==> src/hdl/pdt_pkg.sv <==
package pdt_pkg;

    localparam int TIME_W      = 64;
    localparam int CFG_W       = 32;
    localparam int ELAPSED_W   = 32;
    localparam int CFG_INDEX_W = 2;

    // microseconds per second, 20 bits wide
    localparam int US_W = 20;
    localparam logic [US_W-1:0] US_PER_SECOND = 20'd1000000;

    // full-width scaled difference: diff * 10^6
    localparam int PROD_W = TIME_W + US_W;
    localparam int PART_W = CFG_W + US_W;

    // one quotient bit per step
    localparam int DIV_STEPS = ELAPSED_W;
    localparam int CNT_W     = $clog2(DIV_STEPS);

    localparam logic [CFG_W-1:0]     PERIOD_RESET = 32'd10000;
    localparam logic [CFG_W-1:0]     FREQ_RESET   = 32'd10000000;
    localparam logic [ELAPSED_W-1:0] ELAPSED_MAX  = '1;

    // register indexes on the config port
    localparam logic [CFG_INDEX_W-1:0] REG_PERIOD = 2'd0;
    localparam logic [CFG_INDEX_W-1:0] REG_FREQ   = 2'd1;

    typedef struct packed {
        logic load;      // take input beat, run deadline test
        logic mul_lo;    // low partial product
        logic mul_hi;    // high partial product, accumulate
        logic check;     // overflow test, seed remainder
        logic div_step;  // one quotient bit
        logic out_load;  // move result into output register
    } pdt_cmd_t;

    typedef struct packed {
        logic fire;      // input beat reaches the deadline
    } pdt_status_t;

endpackage

==> src/hdl/periodic_deadline_timer.sv <==
// Periodic deadline timer.
// Input channel (in_valid / in_stall) carries one time reading, now_ticks,
// per beat. Each beat produces exactly one result beat on the output channel
// (out_valid / out_stall): fired, elapsed_micros and next_due.
// A beat at or past last firing + period fires: elapsed_micros is
// (now - last) * 10^6 / tick_frequency, truncated, saturating at 2^32-1
// (also for a zero frequency); the firing time moves to now and the next
// deadline is now + period. Otherwise elapsed_micros is 0 and the deadline is
// last + period. Deadline sums wrap at 64 bits.
// A firing beat passes through the 32x20 partial-product multiply (low half,
// then high half), an overflow check and the radix-2 divider, one quotient
// bit per cycle for 32 bits, before its result is loaded. A non-firing beat
// skips the arithmetic. No new beat is taken until the result has moved into
// the output register.
// The result sits in an output register; if the receiver stalls, the
// finished beat holds there and the next one waits in the datapath.
// Config writes (cfg_valid, always ready) set period_ticks (index 0) and
// tick_frequency (index 1); other indexes are dropped. Write only when idle.
// Reset: period 10000, frequency 10000000, last firing time 0, no result.
module periodic_deadline_timer
    import pdt_pkg::*;
(
    input  logic                   clk,
    input  logic                   rst_n,
    input  logic                   cfg_valid,
    output logic                   cfg_ready,
    input  logic [CFG_INDEX_W-1:0] cfg_index,
    input  logic [CFG_W-1:0]       cfg_data,
    input  logic                   in_valid,
    output logic                   in_stall,
    input  logic [TIME_W-1:0]      now_ticks,
    output logic                   out_valid,
    input  logic                   out_stall,
    output logic                   fired,
    output logic [ELAPSED_W-1:0]   elapsed_micros,
    output logic [TIME_W-1:0]      next_due
);

    pdt_cmd_t    cmd;
    pdt_status_t st;

    // registers take a write in any cycle
    assign cfg_ready = 1'b1;

    // sequencer: deadline test, multiply, overflow check, divide, hand-off
    pdt_ctrl u_ctrl (
        .clk       (clk),
        .rst_n     (rst_n),
        .in_valid  (in_valid),
        .in_stall  (in_stall),
        .out_valid (out_valid),
        .out_stall (out_stall),
        .st        (st),
        .cmd       (cmd)
    );

    // config registers, firing time, multiplier, divider, result register
    pdt_datapath u_datapath (
        .clk            (clk),
        .rst_n          (rst_n),
        .cmd            (cmd),
        .st             (st),
        .cfg_valid      (cfg_valid),
        .cfg_index      (cfg_index),
        .cfg_data       (cfg_data),
        .now_ticks      (now_ticks),
        .fired          (fired),
        .elapsed_micros (elapsed_micros),
        .next_due       (next_due)
    );

endmodule

==> src/hdl/pdt_ctrl.sv <==
module pdt_ctrl
    import pdt_pkg::*;
(
    input  logic        clk,
    input  logic        rst_n,
    input  logic        in_valid,
    output logic        in_stall,
    output logic        out_valid,
    input  logic        out_stall,
    input  pdt_status_t st,
    output pdt_cmd_t    cmd
);

    typedef enum logic [2:0] {
        S_IDLE,
        S_MUL_LO,
        S_MUL_HI,
        S_CHECK,
        S_DIV,
        S_DONE
    } state_t;

    state_t           state_reg;
    logic [CNT_W-1:0] cnt_reg;
    logic             out_valid_reg;

    assign in_stall  = (state_reg != S_IDLE);
    assign out_valid = out_valid_reg;

    always_comb
    begin
        cmd          = '0;
        cmd.load     = (state_reg == S_IDLE) && in_valid;
        cmd.mul_lo   = (state_reg == S_MUL_LO);
        cmd.mul_hi   = (state_reg == S_MUL_HI);
        cmd.check    = (state_reg == S_CHECK);
        cmd.div_step = (state_reg == S_DIV);
        cmd.out_load = (state_reg == S_DONE) && (!out_valid_reg || !out_stall);
    end

    always_ff @(posedge clk or negedge rst_n)
    begin
        if (!rst_n)
        begin
            state_reg     <= S_IDLE;
            cnt_reg       <= '0;
            out_valid_reg <= 1'b0;
        end
        else
        begin
            if (cmd.out_load)
                out_valid_reg <= 1'b1;
            else if (!out_stall)
                out_valid_reg <= 1'b0;

            unique case (state_reg)
                S_IDLE:
                begin
                    if (in_valid)
                        state_reg <= st.fire ? S_MUL_LO : S_DONE;
                end
                S_MUL_LO:
                    state_reg <= S_MUL_HI;
                S_MUL_HI:
                    state_reg <= S_CHECK;
                S_CHECK:
                begin
                    cnt_reg   <= '0;
                    state_reg <= S_DIV;
                end
                S_DIV:
                begin
                    cnt_reg <= cnt_reg + 1'b1;
                    if (cnt_reg == CNT_W'(DIV_STEPS - 1))
                        state_reg <= S_DONE;
                end
                S_DONE:
                begin
                    if (cmd.out_load)
                        state_reg <= S_IDLE;
                end
                default:
                    state_reg <= S_IDLE;
            endcase
        end
    end

    // a waiting result is never overwritten
    a_no_overwrite: assert property (@(posedge clk) disable iff (!rst_n)
        cmd.out_load |-> !(out_valid_reg && out_stall))
        else $error("output register overwritten while stalled");

    // division always starts from step zero
    a_div_start: assert property (@(posedge clk) disable iff (!rst_n)
        (state_reg == S_CHECK) |=> (state_reg == S_DIV) && (cnt_reg == '0))
        else $error("divider started at nonzero step");

    // a beat that misses the deadline skips the arithmetic
    a_no_fire_short: assert property (@(posedge clk) disable iff (!rst_n)
        (cmd.load && !st.fire) |=> (state_reg == S_DONE))
        else $error("non-firing beat entered the datapath sequence");

endmodule

==> src/hdl/pdt_datapath.sv <==
module pdt_datapath
    import pdt_pkg::*;
(
    input  logic                   clk,
    input  logic                   rst_n,
    input  pdt_cmd_t               cmd,
    output pdt_status_t            st,
    input  logic                   cfg_valid,
    input  logic [CFG_INDEX_W-1:0] cfg_index,
    input  logic [CFG_W-1:0]       cfg_data,
    input  logic [TIME_W-1:0]      now_ticks,
    output logic                   fired,
    output logic [ELAPSED_W-1:0]   elapsed_micros,
    output logic [TIME_W-1:0]      next_due
);

    logic [CFG_W-1:0]     period_reg;
    logic [CFG_W-1:0]     freq_reg;
    logic [TIME_W-1:0]    last_reg;

    logic                 fire_reg;
    logic [TIME_W-1:0]    diff_reg;
    logic [TIME_W-1:0]    nd_reg;
    logic [PROD_W-1:0]    prod_reg, prod_next;
    logic [CFG_W-1:0]     rem_reg, rem_next;
    logic [ELAPSED_W-1:0] quot_reg;
    logic                 sat_reg;

    logic                 fired_reg;
    logic [ELAPSED_W-1:0] elapsed_reg;
    logic [TIME_W-1:0]    deadline_reg;

    logic [TIME_W-1:0]    deadline;
    logic [TIME_W-1:0]    now_plus;
    logic [PART_W-1:0]    part_prod;
    logic [CFG_W:0]       trial;
    logic [CFG_W:0]       trial_sub;
    logic                 q_bit;
    logic                 sat_next;

    // deadline test on the incoming beat
    assign deadline = last_reg + TIME_W'(period_reg);
    assign now_plus = now_ticks + TIME_W'(period_reg);
    assign st.fire  = (now_ticks >= deadline);

    // one 32x20 multiply per cycle, halves of the difference in turn
    assign part_prod = (cmd.mul_hi ? diff_reg[TIME_W-1:CFG_W] : diff_reg[CFG_W-1:0])
                       * US_PER_SECOND;

    // restoring division, low word of the product shifted in msb first
    assign trial     = {rem_reg, prod_reg[CFG_W-1]};
    assign trial_sub = trial - {1'b0, freq_reg};
    assign q_bit     = (trial >= {1'b0, freq_reg});

    // quotient needs more than 32 bits (also covers zero frequency)
    assign sat_next = (prod_reg[PROD_W-1:CFG_W] >= (PROD_W-CFG_W)'(freq_reg));

    always_comb
    begin
        prod_next = prod_reg;
        rem_next  = rem_reg;
        if (cmd.mul_lo)
            prod_next = PROD_W'(part_prod);
        else if (cmd.mul_hi)
            prod_next = prod_reg + {part_prod, {CFG_W{1'b0}}};
        else if (cmd.check)
            rem_next = prod_reg[2*CFG_W-1:CFG_W];
        else if (cmd.div_step)
        begin
            prod_next = prod_reg << 1;
            rem_next  = q_bit ? trial_sub[CFG_W-1:0] : trial[CFG_W-1:0];
        end
    end

    always_ff @(posedge clk or negedge rst_n)
    begin
        if (!rst_n)
        begin
            period_reg <= PERIOD_RESET;
            freq_reg   <= FREQ_RESET;
            last_reg   <= '0;
        end
        else
        begin
            if (cfg_valid && (cfg_index == REG_PERIOD))
                period_reg <= cfg_data;
            if (cfg_valid && (cfg_index == REG_FREQ))
                freq_reg <= cfg_data;
            if (cmd.load && st.fire)
                last_reg <= now_ticks;
        end
    end

    always_ff @(posedge clk)
    begin
        if (cmd.load)
        begin
            fire_reg <= st.fire;
            diff_reg <= now_ticks - last_reg;
            nd_reg   <= st.fire ? now_plus : deadline;
        end
        prod_reg <= prod_next;
        rem_reg  <= rem_next;
        if (cmd.check)
            sat_reg <= sat_next;
        if (cmd.div_step)
            quot_reg <= {quot_reg[ELAPSED_W-2:0], q_bit};
        if (cmd.out_load)
        begin
            fired_reg    <= fire_reg;
            elapsed_reg  <= !fire_reg ? '0 : (sat_reg ? ELAPSED_MAX : quot_reg);
            deadline_reg <= nd_reg;
        end
    end

    assign fired          = fired_reg;
    assign elapsed_micros = elapsed_reg;
    assign next_due       = deadline_reg;

    // partial remainder stays below the divisor while dividing
    a_rem_bound: assert property (@(posedge clk) disable iff (!rst_n)
        (cmd.div_step && !sat_reg) |-> (rem_reg < freq_reg))
        else $error("division remainder out of range");

endmodule
==> config.mk <==
export PLATFORM = sky130hd
export DESIGN_NAME = periodic_deadline_timer
export DESIGN_NICKNAME = d
export VERILOG_FILES = /design/src/hdl/pdt_pkg.sv /design/src/hdl/periodic_deadline_timer.sv /design/src/hdl/pdt_ctrl.sv /design/src/hdl/pdt_datapath.sv
export SDC_FILE = /design/constraint.sdc
export NUM_CORES = 2
export LEC_CHECK = 0
export BUFFER_PORTS_ARGS = -buffer_cell sky130_fd_sc_hd__buf_4
export CAP_MARGIN = 20
export CORE_ASPECT_RATIO = 0.8
export CORE_UTILIZATION = 57
export DETAILED_ROUTE_END_ITERATION = 7
export PLACE_DENSITY = 0.78
export SETUP_SLACK_MARGIN = 0.2
export SYNTH_ARGS = -nofsm -noshare
export SYNTH_HDL_FRONTEND = slang
export SYNTH_SLANG_ARGS = --single-unit
export TNS_END_PERCENT = 100
==> constraint.sdc <==
create_clock -name clk -period 8.25 [get_ports clk]
set_input_delay 0.4125 -clock clk [delete_from_list [all_inputs] [get_ports clk]]
set_output_delay 0.4125 -clock clk [all_outputs]
set_load 0.05 [all_outputs]
# --- Word level (Yosys, flattened, before mapping) ---
# Cells that the tools add are included.
word_totals:
  regBits: 512
  inputBits: 103
  out_inout_bits: 100
  wordCells: 78
op_classes:
  mux: 18
  mul: 1
  eq_ne: 13
  bitwise: 2
  addsub: 6
  n_lt_le_gt_ge: 3
  reduce_logical: 18
op_table:
  columns: ["op", "count"]
  rows:
  - ["$mux 84", 3]
  - ["$mux 32", 5]
  - ["$add 64x32->64", 2]
  - ["$add 84x84->84", 1]
  - ["$ge 64x64->1", 1]
  - ["$mux 64", 1]
  - ["$sub 64x64->64", 1]
  - ["$ge 52x32->1", 1]
  - ["$mul 52x14->46 const B", 1]
  - ["$mux 52", 1]
  - ["$ge 33x32->1", 1]
  - ["$sub 32x32->32", 1]
  - ["$pmux 3 s6", 1]
  - ["$mux 3", 4]
  - ["$pmux 5 s2", 1]
  - ["$eq 3x2->1 const B", 2]
  - ["$eq 3x3->1 const B", 2]
  - ["$ne 2x1->1 const B", 3]
  - ["$reduce_and 3->1", 2]
  - ["$reduce_bool 3->1", 2]
  - ["$add 5x1->5 const B", 1]
  - ["$eq 5x5->1 const B", 1]
  - ["$logic_and 1x1->1", 5]
  - ["$ne 2x2->1 const B", 2]
  - ["11 further kinds", 16]

# --- Depth between registers and ports, before layout ---
logic_depth:
  depth_word: 6
  mapped_depth: 40
  ltp_nobuf: 38

# --- By module ---
# A second synthesis with hierarchy kept.
unflattened:
  hier_cells: 4019
  area_unflattened_um2: 40834.2
modules_own_cells:
  columns: ["mod", "area_each_um2", "instances", "cells_each", "seq_area_each_um2"]
  rows:
  - ["pdt_datapath", 40326.2, 1, 3969, 14099.8]
  - ["pdt_ctrl", 496.7, 1, 48, 225.2]
  - ["periodic_deadline_timer", 11.3, 1, 2, 0.0]

# --- Worst setup path before layout ---
# Ideal clock, no wire load.
synth_timing:
  path_type: "reg-to-reg"
  from: "register u_ctrl.state_reg[0]"
  to: "register u_datapath.last_reg[54]"
  slack_ps: -619
  arrival_time_ps: 8742
  synth_period_minus_slack_ps: 8869
  setup_time_ps: 128
  required_ps: 8122
  n_path_buf: 2
  stages_incl_launch_ff: 7
  path_cell_list: "dfrtp_1 > clkbuf_1 > or3_1 > nor2_1 > nand2_1 > buf_2 > mux2_1"
synth_rtl:
  columns: ["item", "line_no", "text"]
  rows:
  - ["start, declared", "pdt_ctrl.sv:23", "state_t state_reg;"]
  - ["start signal, assigned", "pdt_ctrl.sv:60", "state_reg <= st.fire ? S_MUL_LO : S_DONE;"]
  - ["end signal, assigned", "pdt_datapath.sv:90", "last_reg <= now_ticks;"]
  - ["end, declared", "pdt_datapath.sv:19", "logic [TIME_W-1:0] last_reg;"]

# --- Final worst setup path ---
layout_timing:
  from: "register u_ctrl.state_reg[2]"
  to: "register u_datapath.prod_reg[82]"
layout_between:
  elab_chain_len: 5
  word_cells_on_any_way: 11
  cone_classes: "1 x add/sub; 1 x mul; 5 x eq/ne; 2 x mux; 2 x reduce/logical"
layout_rtl:
  columns: ["item", "line_no", "text"]
  rows:
  - ["$eq 3x2->1", "pdt_ctrl.sv:35", "cmd.mul_hi = (state_reg == S_MUL_HI);"]
  - ["$mux 32", "pdt_datapath.sv:47", "assign part_prod = (cmd.mul_hi ? diff_reg[TIME_W-1:CFG_W] : diff_reg[CFG_W-1:0])"]
  - ["$mul 52x14->46", "pdt_datapath.sv:48", "* US_PER_SECOND;"]
  - ["$add 84x84->84", "pdt_datapath.sv:65", "prod_next = prod_reg + {part_prod, {CFG_W{1'b0}}};"]
  - ["$mux 84", "pdt_datapath.sv:64", "else if (cmd.mul_hi)"]
  - ["end signal, assigned", "pdt_datapath.sv:102", "prod_reg <= prod_next;"]
  - ["end, declared", "pdt_datapath.sv:24", "logic [PROD_W-1:0] prod_reg, prod_next;"]
# Several ways; a longest one is shown, not always the timed one.
# A chain may end at the register's enable or synchronous reset.

==> metrics <==
Overall Global Routing Usage=31.7%; post-route cell area=0.0491 mm²; CTS tree=built; first-pass GRT wire length=179 mm; synthesized area per cell=10.0 µm²; Synth async-reset ratio=26.8%; # DRC=0; CP Max Fanout=6; final setup violating endpoints=11; DR iter-0 viols=3422; total CTS buffers=55; flop2flop setup slack=-0.15 ns; Slew @ Worst Pin=1.19 ns; max-slew violations=0; initial antenna violation count=3; I/O Pins=203; YS warnings=0; WP data arrival=8.95 ns; Syn Inst Count=4033; Final Net Count=5168; most common cell after layout, fill and taps aside=buf_4; Core ar.=0.0704 mm²; Critical-path top delay cell=fa_2; CP Launch Point=u_ctrl.state_reg[2]; Worst setup EP type=flop; Die Y=240 µm; Tmin final=8.40 ns; Rows=87; final setup margin=-0.150 ns; worst-skew pair later-pin latency=0.67 ns; Longest Clk Path Bufs=3; WP data required=8.80 ns; R2R cell count=40; routed len/inst=22.2 µm; Final Cycle Share=102%; FF-to-FF Start=u_ctrl.state_reg[2]; worst r2r dst=u_datapath.prod_reg[82]; Fmax=119 MHz; most frequent cells in the layout=buf_4 (477), ha_1 (410), edfxtp_1 (337), inv_1 (281); max FFs per register=79; critical path class=reg2reg; Area after DPL=0.0445 mm²; status=finished with violations; Main synth FF type=edfxtp_1; Via density=6.22; sequential cell area fraction in the yosys report=35.4%; post-route ant nets=0; maxcap violations=0; Initial Utilization=57.5%; Layout Skew=0.0312 ns; Layout area overhead=21.1%; n_diodes=0; unrepaired setup endpoints after global routing=yes; RD Place Congestion=0.988; CP most frequent cell=buf_4; Hold WC Path Type=in2reg; GRT overflow=0; Yosys cell types=85; CTS sink cnt=512; DRT Pass-1 Iters=6; Detail Placement HPWL=86.5 mm; violated checks=setup timing; Port Buf Inserts=201; CP Launch Type=flop; root buf cell=clkbuf_16; Critical Path End=u_datapath.prod_reg[82]; die area=0.0722 mm²; vias=34000; final hold violations=0; aggregate routed wire length=122 mm; CTS clk-pin slew, worst paths=0.07 ns; CP peak stage delay=0.57 ns; slew margin rel.=19.6%; H-tree depth=2; mapped cell area=0.0405 mm²; #FFs+latches synth=512; largest net degree at the start of global routing=82; number of flops mapped to enable cells by yosys=337; Mapped Nets=4708; vias in the first global route=32000; share of layout cells above drive strength 1=22.4%; chip width=300 µm
-- what timing repair did --
action | CTS | global route
hold buffers | 18 | 0
gates resized for setup | 163 | 175
endpoints found under the setup margin | 22 | 25
pin swaps | 113 | 186
setup buffers | 48 | 48
gates cloned | 1 | 0
hold endpoints to repair | 82 | 0
-- Yosys cell counts (33+ instances only) --
library cell  number  share of area [%]
ha_1             451                 14
edfxtp_1         337                 25
a21oi_1          306                3.8
inv_1            303                2.8
nand2_1          289                2.7
nor2_1           231                2.1
o21ai_0          204                2.5
xnor2_1          202                4.4
a21o_1           155                2.9
mux2_2           125                3.5
dfrtp_1          124                7.7
fa_1             121                6.0
xor2_1           110                2.4
clkbuf_1         109                1.0
mux2i_1           83                2.1
o21a_1            81                1.5
nand3_1           58               0.72
nor3_1            55               0.68
nand4_1           53               0.82
nor2b_1           44               0.68
o21bai_1          43               0.80
nand2b_1          40               0.62
dfxtp_1           38                1.9
a211oi_1          33               0.61
-- worst max-delay path: cells and delay by family (launching register included) --
kind                     cells  cell delay, ns
buffers and inverters       11            1.54
AND/OR/NAND/NOR              6            1.03
XOR/XNOR                     4            0.66
AO/OA/AOI/OAI               11            1.75
flip-flops                   1            0.41
adder cells (fa/ha/maj)      7            2.67
multiplexers                 1            0.21
-- layer usage --
| metal | global-route usage [%] | part of all wire [%] | vias to the layer above |
|---|---|---|---|
| li1 | - | - | 15600 |
| met5 | 0 | 0 | - |
| met4 | 10.6 | 4.0 | 0 |
| met2 | 48.1 | 44 | 1558 |
| met3 | 4.51 | 8.4 | 258 |
| met1 | 46.6 | 43 | 16600 |
-- metrics by stage --
step | cells | TNS [ns] | setup slack (ns) | utilization, % | hold WS [ns]
global placement | 5255 | -0.722 | -0.185 | 63.2 | 0.402
detailed placement | 5255 | -3.92 | -0.527 | 63.2 | 0.405
floorplan | 4033 | 0 | 0.163 | - | 0.117
global route | 5474 | -3.96 | -0.367 | 69.7 | 0.0237
CTS | 5426 | 0 | 0.0984 | 67.8 | 0.00953
finish | 5474 | -0.958 | -0.150 | 69.7 | 0.0386
-- area by class of cell --
cell class / instances / area, µm²
clock buffer: 67 / 1440
clock inverter: 37 / 477
fill: 5001 / 21300
inverter: 309 / 1180
multi-input combinational: 3082 / 26200
sequential: 512 / 14300
tap: 934 / 1170
timing repair buffer: 533 / 4270
-- logic make-up (layout without fill, tap and decap cells) --
family,count (synthesis),in the layout,share of synthesized area [%]
AND/OR/NAND/NOR,893,893,10.4
multiplexers,211,211,5.62
XOR/XNOR,313,313,6.80
AO/OA/AOI/OAI,1086,1086,17.6
adder cells (fa/ha/maj),578,578,20.1
other,1,1,0.00926
flip-flops,512,512,35.4
buffers and inverters,439,946,4.15
-- how the worst min path moves through the flow --
stage                     startpoint                       to  slack, ns  depth (start not counted)
2_1_floorplan                  rst_n        u_ctrl.cnt_reg[0]       0.12                          0
3_3_place_gp   u_datapath.nd_reg[63]  u_datapath.next_due[63]       0.40                          0
3_5_place_dp   u_datapath.nd_reg[51]  u_datapath.next_due[51]       0.40                          0
4_1_cts                 cfg_data[13]  u_datapath.freq_reg[13]       0.01                          2
5_1_grt                 cfg_data[12]  u_datapath.freq_reg[12]       0.02                          2
6_report                now_ticks[0]   u_datapath.last_reg[0]       0.04                          2
Power is not shown: default switching activity piles up to over one toggle a cycle in this logic, so the estimate is an artifact.
